File: config.mk
export PLATFORM = sky130hd
export DESIGN_NAME = sre_ram
export DESIGN_NICKNAME = d
export VERILOG_FILES = /design/src/sv/sre_ram.sv
export SDC_FILE = /design/constraint.sdc
export NUM_CORES = 1
export LEC_CHECK = 0
export ABC_AREA = 1
export BUFFER_PORTS_ARGS = -buffer_cell sky130_fd_sc_hd__buf_2
export CAP_MARGIN = 20
export CORE_ASPECT_RATIO = 1.25
export CORE_MARGIN = 5
export CORE_UTILIZATION = 45
export DETAILED_ROUTE_END_ITERATION = 6
export MAX_ROUTING_LAYER = met4
export PLACE_DENSITY = 0.61
export REMOVE_ABC_BUFFERS = 1
export SKIP_CTS_REPAIR_TIMING = 1
export SYNTH_ARGS = -nofsm -noshare
export SYNTH_HDL_FRONTEND = slang
export SYNTH_SLANG_ARGS = --single-unit
File: constraint.sdc
create_clock -name clk_i -period 1.2 [get_ports clk_i]
set_input_delay 0.24 -clock clk_i [delete_from_list [all_inputs] [get_ports clk_i]]
set_output_delay 0.24 -clock clk_i [all_outputs]
set_load 0.02 [all_outputs]
File: src/sv/sre_ram.sv
// Generic single-clock RAM with one write port and one registered read port.
// No dependencies.
`default_nettype none

module sre_ram #(
  parameter int WIDTH = 8,
  parameter int DEPTH = 16
) (
  input  logic                     clk_i,
  input  logic                     we_i,
  input  logic [$clog2(DEPTH)-1:0] waddr_i,
  input  logic [WIDTH-1:0]         wdata_i,
  input  logic                     re_i,
  input  logic [$clog2(DEPTH)-1:0] raddr_i,
  output logic [WIDTH-1:0]         rdata_o
);

  logic [WIDTH-1:0] mem_q [DEPTH];
  logic [WIDTH-1:0] rdata_q;

  // Write port.
  always_ff @(posedge clk_i) begin
    if (we_i) begin
      mem_q[waddr_i] <= wdata_i;
    end
  end

  // Registered read port.
  always_ff @(posedge clk_i) begin
    if (re_i) begin
      rdata_q <= mem_q[raddr_i];
    end
  end

  assign rdata_o = rdata_q;

endmodule

`default_nettype wire

==> results.txt <==
- After synthesis, flip-flops and latches occupy a little over two thirds of the total area.
- Detailed routing inserted a total of 3,862 vias.
* Buffers from clock root to sink, at most: 2
* Buffers and inverters on the worst path: 1
* Leading cell type in the layout, fill and taps excluded: nand2_1
- Global route overflow: 0
- Distinct cell type count of the synthesized netlist: 11
- Max-cap violations in this run came to 0.
- The top cell types in the final layout, fill and taps aside, are 173 x nand2_1, 136 x edfxtp_1, 100 x inv_1.
- Remaining antenna violation count: 0
* Slew Limit Headroom: about 74%
- DRC viols: 0
- The tree is rooted in a clkbuf_16.
* Violated checks: setup timing
- Setup repair after global routing could not meet its margin everywhere.
- STA classifies the critical path endpoint as an output pin.
- Clock transition time at the flip-flop clock pins of the worst setup and hold paths: 60 ps
- The startpoint identified for the worst hold timing path is re_i.
- Setup TNS Final: -46.22 ps
* GP Congestion: just under 0.9
* I/O pin cnt: 27
- Slew @ Worst Pin: just under 400 ps
- The kind of cell with the highest combined delay along the critical path is flip-flops.
* Ant diodes: 0
- Wire length of the first global-routing pass: between 20,000 and 25,000 um
- Synthesized instance count: 551
- Critical Path Source Type: flop
- In this design, the stage delay of the slowest critical-path cell is 420 ps.
- Global routing used under 10% of the available met3 tracks.
* 1st-iter DRT viols: ~320
- HPWL after detailed placement: 8550 um
- For this design the ratio of total power to cell area is about 1600 nW/um^2.
- Worst setup path category: reg -> out
- Global routing used a little under a fifth of the available tracks.
- Row generation in the floorplan step produced between 40 and 50 rows.
* Level count of the clock H-tree: 4
- For this configuration, the core starts out at a cell density of a little under half.
- For this run, the number of Yosys warnings is 0.
* Max stage delay cell, worst path: edfxtp_1
- Endpoints failing setup: 3
- Area growth from synthesis to final layout: 19.24%
* Outcome: finished with violations
* Start of the worst register-to-register path: mem_q[1][7]
* Data arrival at the endpoint of the critical path: between 900 and 1000 ps
* Peak supply drop: between 0.9 and 1 mV
- Highest attainable clock frequency: a little over 0.8 GHz
- Worst-path maximum fanout: 1
- Met2 Use GR: between 30% and 40%
* Seq cells post-synth: 136
- The post-route netlist has ~16% of its cells at a drive strength greater than 1.
- Main area contributors after synthesis: edfxtp_1 70%, nand2_1 11%, nand3_1 8.3%, inv_1 6.4%, buf_6 1.2%
- TritonCTS clock tree: yes
- CP Data Required Time: 960 ps
- Global routing consumed, on the met1 layer, ~22% of the routing resources.
- At the placement stage, the worst setup path has a slack of -254.4 ps.
* Final Core Density: a little over half
- The biggest area contributor in the post-synthesis netlist is edfxtp_1.
* Number of iterations in the first detailed-routing pass: 4
* Core Region: around 13,000 sq um
* Final min period: 1227 ps
- The final max-slew violation count is 0.
- The number of clock buffers added by TritonCTS is 17.
- The tightest min-delay check is of the in -> reg type.
* Width of the chip: between 100 and 150 um
- Crit-path cells: buf_6
- Crit share post-route: 102.2%
- Routed via count divided by cell count: slightly below 5
- The global routing stage identified its most utilized layer as met2.
- After synthesis the cells add up to approximately 5800 sq um.
- Across the routed clock network, the largest skew measured is approximately 6.1 ps.
- Wire length reported by the detailed router: approximately 13,000 um
* Total die area: about 15,000 sq um
- In the final routed layout, each cell accounts on average for about 17 um.
* Vias in the first global route: ~3,800
- Worst-Skew Late Latency: ~410 ps
- Net count reported at finish: a little over 600
- The share of synthesized area in the top cell type comes to approximately 70%.
- During placement, the flow inserted port buffers numbering 26.
- Leak: 3.004 nW
- The critical path starts at rdata_o[1].
- The die is roughly 140 um tall.
- Across all setup checks in the final design, the least slack found is -26.81 ps.
- Fill cells in the final layout number 1,103.
- Average cell area after synthesis: approximately 11 sq um
- The number of failing hold endpoints at the final stage was 0.
* Number of antenna violations at the first check in global routing: 0
- Largest net degree at the start of global routing: 65
- The clock net in this run drives a total of between 100 and 150 sinks.
Yosys cell counts:
cell type    n
edfxtp_1   136
nor2_1      17
nand3b_1     2
buf_6        6
buf_4        4
inv_1      100
buf_1        1
inv_2        2
buf_2       13
nand2_1    173
nand3_1     97
cell families after synthesis:
logic type	Yosys count	share of synthesized area [%]
DFF	136	69.85
buffers and inverters	126	9.394
and+or+nand+nor	289	20.76
cell type report:
| cell class | instances | area [sq um] | share of cell area [%] |
|---|---|---|---|
| well taps | 168 | 210.2 | 3.015 |
| clock inverters | 15 | 151.4 | 2.172 |
| inverters | 102 | 382.9 | 5.492 |
| multi-input cells | 289 | 1259 | 18.05 |
| clock buffers | 17 | 425.4 | 6.102 |
| repair buffers | 54 | 459.2 | 6.586 |
| flip-flops and latches | 136 | 4084 | 58.58 |
flip-flops by register name, indices dropped and copies added (netlist names):
name / flops
mem_q: 128
rdata_o: 8
metal layers:
layer / wire length (um) / part of all wire (%)
met3: 588 / 4.5
met4: 335 / 2.6
met5: 0 / 0
met2: 6769 / 52
met1: 5415 / 41
worst paths after layout:
kind              slack [ps]  depth (start not counted)         end
hold reg to reg          750                          6  rdata_o[0]
setup / recovery         -30                          1  rdata_o[1]
setup reg to reg          80                          6  rdata_o[7]
hold / removal           210                          1  rdata_o[3]
metrics by stage:
stage               instances  total power (W)  hold WS [ps]  instance area, sq um
global route              781          0.01149         191.7                  6972
CTS                       781          0.01118         191.8                  6883
finish                    781          0.01113         205.5                  6972
floorplan                 527         0.005792         338.9                  5680
detailed placement        749         0.006194         622.5                  6306
global placement          749         0.006182         618.3                  6306
report_power, final:
group          total [W]  internal, W  leakage, nW  switching (W)
sequential       0.00539      0.00535         1.24      0.0000327
clock            0.00500      0.00305        0.270        0.00195
combinational   0.000746     0.000249         1.50       0.000497
total             0.0111      0.00866         3.00        0.00248
No activity file was read; power rests on OpenSTA's default activity.
