### src/sv/sre_pkg.sv
// Shared types, constants and helper functions for the RGB Sobel edge magnitude block.
// Used by sre_chan, the top level and the testbench; depends on nothing.
`default_nettype none

package sre_pkg;

  // Line store geometry and frame limits.
  localparam int MAX_WIDTH    = 1024;
  localparam int COL_W        = $clog2(MAX_WIDTH);
  localparam int HEIGHT_LIMIT = 4096;
  localparam int ROW_W        = $clog2(HEIGHT_LIMIT);

  // Register and payload widths.
  localparam int WIDTH_W  = 11;
  localparam int HEIGHT_W = 13;
  localparam int CFG_W    = 13;
  localparam int CHAN_W   = 8;
  localparam int PIX_W    = 3 * CHAN_W;
  localparam int LINE_W   = 2 * PIX_W;

  // Reset values of the configuration registers.
  localparam logic [WIDTH_W-1:0]  WIDTH_RESET  = WIDTH_W'(1024);
  localparam logic [HEIGHT_W-1:0] HEIGHT_RESET = HEIGHT_W'(1024);

  // Smallest frame the window can work on.
  localparam int MIN_DIM = 3;

  // Square root: eight result bits, two per cycle.
  localparam int ROOT_CYCLES = 4;
  localparam int ROOT_CNT_W  = $clog2(ROOT_CYCLES);
  localparam logic [CHAN_W-1:0] MAG_SAT = {CHAN_W{1'b1}};

  // Configuration register indexes.
  typedef enum logic [0:0] {
    REG_IMAGE_WIDTH  = 1'b0,
    REG_IMAGE_HEIGHT = 1'b1
  } sre_reg_e;

  // Sequencer states.
  typedef enum logic [2:0] {
    S_IDLE,
    S_READ,
    S_GRAD,
    S_SQR,
    S_ROOT,
    S_DONE
  } sre_state_e;

  // Controls from the sequencer to the channel units.
  typedef struct packed {
    logic grad_en;
    logic sqr_en;
    logic root_en;
    logic root_first;
  } sre_ctrl_t;

  // Partial remainder and partial root of the digit-by-digit square root.
  typedef struct packed {
    logic [10:0]       rem;
    logic [CHAN_W-1:0] root;
  } sre_acc_t;

  // One radix-4 step of the square root: bring down two bits, try root*4+1.
  function automatic sre_acc_t sqrt_step(sre_acc_t acc, logic [1:0] pair);
    logic [10:0] r;
    logic [10:0] t;
    sre_acc_t    o;
    r = {acc.rem[8:0], pair};
    t = {1'b0, acc.root, 2'b01};
    if (r >= t) begin
      o.rem  = r - t;
      o.root = {acc.root[CHAN_W-2:0], 1'b1};
    end else begin
      o.rem  = r;
      o.root = {acc.root[CHAN_W-2:0], 1'b0};
    end
    return o;
  endfunction

endpackage

`default_nettype wire

### src/sv/sre_chan.sv
// One color channel: Sobel gradients, sum of squares and a saturating square root.
// Depends on sre_pkg; steered by the sequencer in the top level.
`default_nettype none

module sre_chan (
  input  logic                                 clk_i,
  input  sre_pkg::sre_ctrl_t                   ctrl_i,
  input  logic [8:0][sre_pkg::CHAN_W-1:0]      win_i,
  output logic [sre_pkg::CHAN_W-1:0]           mag_o
);
  import sre_pkg::*;

  logic [9:0]         pos_x, neg_x, pos_y, neg_y;
  logic signed [10:0] gx_d, gy_d;
  logic signed [10:0] gx_q, gy_q;
  logic signed [21:0] sqx, sqy;
  logic [20:0]        sum_q;
  logic [15:0]        rad_src, rad_q;
  sre_acc_t           acc_src, acc_mid, acc_d, acc_q;

  // Weighted column and row sums of the window, then their differences.
  always_comb begin
    pos_x = {2'b00, win_i[2]} + {1'b0, win_i[5], 1'b0} + {2'b00, win_i[8]};
    neg_x = {2'b00, win_i[0]} + {1'b0, win_i[3], 1'b0} + {2'b00, win_i[6]};
    pos_y = {2'b00, win_i[6]} + {1'b0, win_i[7], 1'b0} + {2'b00, win_i[8]};
    neg_y = {2'b00, win_i[0]} + {1'b0, win_i[1], 1'b0} + {2'b00, win_i[2]};
    gx_d  = $signed({1'b0, pos_x}) - $signed({1'b0, neg_x});
    gy_d  = $signed({1'b0, pos_y}) - $signed({1'b0, neg_y});
  end

  always_ff @(posedge clk_i) begin
    if (ctrl_i.grad_en) begin
      gx_q <= gx_d;
      gy_q <= gy_d;
    end
  end

  // Squares are non-negative and below 2^20, so the sum fits in 21 bits.
  assign sqx = 22'(gx_q) * 22'(gx_q);
  assign sqy = 22'(gy_q) * 22'(gy_q);

  always_ff @(posedge clk_i) begin
    if (ctrl_i.sqr_en) begin
      sum_q <= sqx[20:0] + sqy[20:0];
    end
  end

  // Two root digits per cycle; the first cycle starts from the fresh sum.
  always_comb begin
    rad_src = ctrl_i.root_first ? sum_q[15:0] : rad_q;
    acc_src = ctrl_i.root_first ? '0 : acc_q;
    acc_mid = sqrt_step(acc_src, rad_src[15:14]);
    acc_d   = sqrt_step(acc_mid, rad_src[13:12]);
  end

  always_ff @(posedge clk_i) begin
    if (ctrl_i.root_en) begin
      rad_q <= {rad_src[11:0], 4'b0000};
      acc_q <= acc_d;
    end
  end

  // Anything at or above 2^16 has a root of at least 256 and saturates.
  assign mag_o = (sum_q[20:16] != 5'd0) ? MAG_SAT : acc_q.root;

endmodule

`default_nettype wire

### config.mk
export PLATFORM = sky130hd
export DESIGN_NAME = sre_chan
export DESIGN_NICKNAME = d
export VERILOG_FILES = /design/src/sv/sre_pkg.sv /design/src/sv/sre_chan.sv
export SDC_FILE = /design/constraint.sdc
export NUM_CORES = 1
export LEC_CHECK = 0
export ABC_AREA = 1
export BUFFER_PORTS_ARGS = -buffer_cell sky130_fd_sc_hd__buf_2
export CAP_MARGIN = 0
export CORE_ASPECT_RATIO = 1.75
export CORE_UTILIZATION = 55
export DETAILED_ROUTE_END_ITERATION = 8
export PLACE_DENSITY = 0.73
export SYNTH_ARGS = -nofsm -noshare
export SYNTH_HDL_FRONTEND = slang
export SYNTH_SLANG_ARGS = --single-unit
### constraint.sdc
create_clock -name clk_i -period 12.95 [get_ports clk_i]
set_input_delay 2.59 -clock clk_i [delete_from_list [all_inputs] [get_ports clk_i]]
set_output_delay 2.59 -clock clk_i [all_outputs]
set_load 0.01 [all_outputs]
==> flow_summary.ini <==
[outcome]
status = completed

[worst_hold_path]
min_path_cells = 2
hp-class = reg -> reg
hold_end = rad_q[6]$_SDFFCE_PN0P_
hp-start = sum_q[2]$_DFFE_PP_

[global_route]
grt_max_degree = 30
grt_pass1_wl_mm = 46.1
antenna_found_initial = 0
grt_usage_pct = 23.1
globalRoute.totalOverflow = 0
grt_pass1_vias = 10600

[timing]
fin_tns_setup_ps = 0
worst_slew_pin_slew_ps = 971
fin_ws_ps = 6080
fin_crit_sh_pct = 53.1
slew_headroom_pct = 35.1
rsz0062_at_grt = no
fmax_ghz = 0.146
fin_skew_ps = 9.29
finalHoldViolCount = 0
setup-violations-final = 0
hold_slack_ps = 510
finalCriticalPeriod_ps = 6870
slew_violations = 0

[cts]
ctsResizeCount = 0
cts_hold_buf = 0
cts_post_setup_buffers_inserted = 0
htreeDepth = 3
tritoncts = yes
clock-sinks = 72
cts_inserted_buffers = 9
cts_buffer_depth = 2
cts_root_buffer = clkbuf_16
cts.reportedPaths.clkPinSlew_ps = 60
clkLatencyLatePin_ps = 360

[drt]
drt-total-wl_mm = 26.8
drt_iter0_drc = 358
drc = 0
drt_pass1_iterations = 5
antenna_left = 0
viasPerCell = 4.99
post_drt_wl_per_cell_um = 14.3
vias = 9350

[floorplanning]
fp.dieH_um = 213
coreArea_sq_um = 24700
die_area_sq_um = 26000
rows = 76
fp.dieW_um = 122
start_util_pct = 56.4
io_pins = 85

[critical_path]
rrSetupSlack_ps = 6080
critical_path_class = reg -> reg
rr_startpoint = gy_q[10]$_DFFE_PP_
arrival_ps = 6980
slowest_stage = edfxtp_1
r2r_end = sum_q[20]$_DFFE_PP_
setup.worst_path.start = gy_q[10]$_DFFE_PP_
setup.worst_path.start_class = flop
worst_path_largest_cell_delay_ps = 730
rr_worst_depth = 25
crit_path_end_kind = flop
crit_fanout = 14
critPathRequiredTime_ps = 13060

[yosys]
synthTopCellsByArea = fa_1 (41%), edfxtp_1 (15%), inv_1 (13%)
syn_area_per_cell_sq_um = 9.32
ys_ff_latch = 72
synth_area_sq_um = 14000
synth_top_area_cell = fa_1
synth_fp_nets = 1987
syn_inst = 1497
ys.warnings.count = 0
synth_top_area_share_pct = 40.9
ys_types = 39
yosysSeqAreaShare_pct = 15.5

[cells_and_area]
utilization_pct = 60.4
final_common_cell = inv_1
diodes = 0
fillCellCount = 2121
drive_gt1_share_pct = 7.87
syn2layout_area_growth_pct = 7.07
fin_nets = 2048
layout_common_cells = inv_1 (485), fa_1 (285), nand2_1 (240)

[placed_design]
pre_cts_ws_ps = 6060
gp_congestion = 0.913
portBuffers = 76
hpwl_mm = 23.6

[flow_run]
cap_violations = 0
[per-stage QoR]
step / instances / cell area (sq um)
2_1_floorplan: 1497 / 14000
3_3_place_gp: 1859 / 14600
3_5_place_dp: 1859 / 14600
4_1_cts: 1875 / 14900
5_1_grt: 1875 / 14900
6_report: 1875 / 14900
[critical path: cells and delay by family (launching register included)]
family / cells / cell delay (ps)
AOI/OAI and AO/OA: 3 / 530
adders and majority gates: 8 / 3620
buffers and inverters: 5 / 640
DFF: 1 / 730
and+or+nand+nor: 9 / 1100
[kinds of logic after synthesis]
kind of cell,Yosys count,synth area share [%]
buf+inv,515,14.0
flops,72,15.5
xor+xnor,69,4.33
simple gates,351,10.5
compound gates,77,3.31
fa+ha+maj,413,52.4
[worst max-delay path by stage]
stage                           to  slack, ps  cells past startpoint
2_1_floorplan  sum_q[20]$_DFFE_PP_       6760                     26
3_3_place_gp   sum_q[20]$_DFFE_PP_       6170                     25
3_5_place_dp   sum_q[20]$_DFFE_PP_       6060                     25
4_1_cts        sum_q[20]$_DFFE_PP_       6030                     25
5_1_grt        sum_q[20]$_DFFE_PP_       5570                     25
6_report       sum_q[20]$_DFFE_PP_       6080                     25
[cell usage after synthesis]
library cell  instances
nor2_2                1
a211oi_1              2
nand2_4               5
nand3_4               1
edfxtp_1             72
xor2_1               44
a21oi_4               1
or2_2                 6
buf_6                 1
clkinv_2              1
o21bai_1              4
nor3b_1               1
nand4_1               3
a31o_2                1
buf_4                 1
clkbuf_1             25
nand3_2               1
a21oi_2               2
o21ai_0              12
o211ai_1              2
xnor2_1              25
a221oi_1              1
o21ai_1               3
nand2_2               9
a21oi_1              37
nor3_1                2
inv_1               485
fa_1                285
a21boi_0              1
nand3_1              28
ha_1                128
or2_1                 1
nor2_1               53
clkinv_1              1
nand2_1             240
inv_8                 1
a21o_1                7
a31oi_1               2
o21ai_2               2
[sequential cells by signal (all words and copies together) (netlist names)]
name / flops
acc_q: 17
gy_q: 11
rad_q: 12
gx_q: 11
sum_q: 21
[final cells by class]
class	instances	area, sq um	area share (%)
Tap cell	312	390	2.61
Clock buffer	10	229	1.53
Inverter	488	1840	12.3
Timing Repair Buffer	77	388	2.60
Clock inverter	6	91.3	0.611
Multi-Input combinational cell	910	9840	65.9
Sequential cell	72	2160	14.5
[layer usage]
layer | share of wire [%] | wire (um) | global-route usage [%] | vias up
li1 | - | - | - | 4448
met1 | 34 | 9000 | 22.2 | 4641
met2 | 60 | 16000 | 47.4 | 191
met3 | 2.4 | 645 | 2.27 | 70
met4 | 4.1 | 1100 | 10.1 | 0
met5 | 0 | 0 | 0 | -
Power is not shown: default switching activity piles up to over one toggle a cycle in this logic, so the estimate is an artifact.
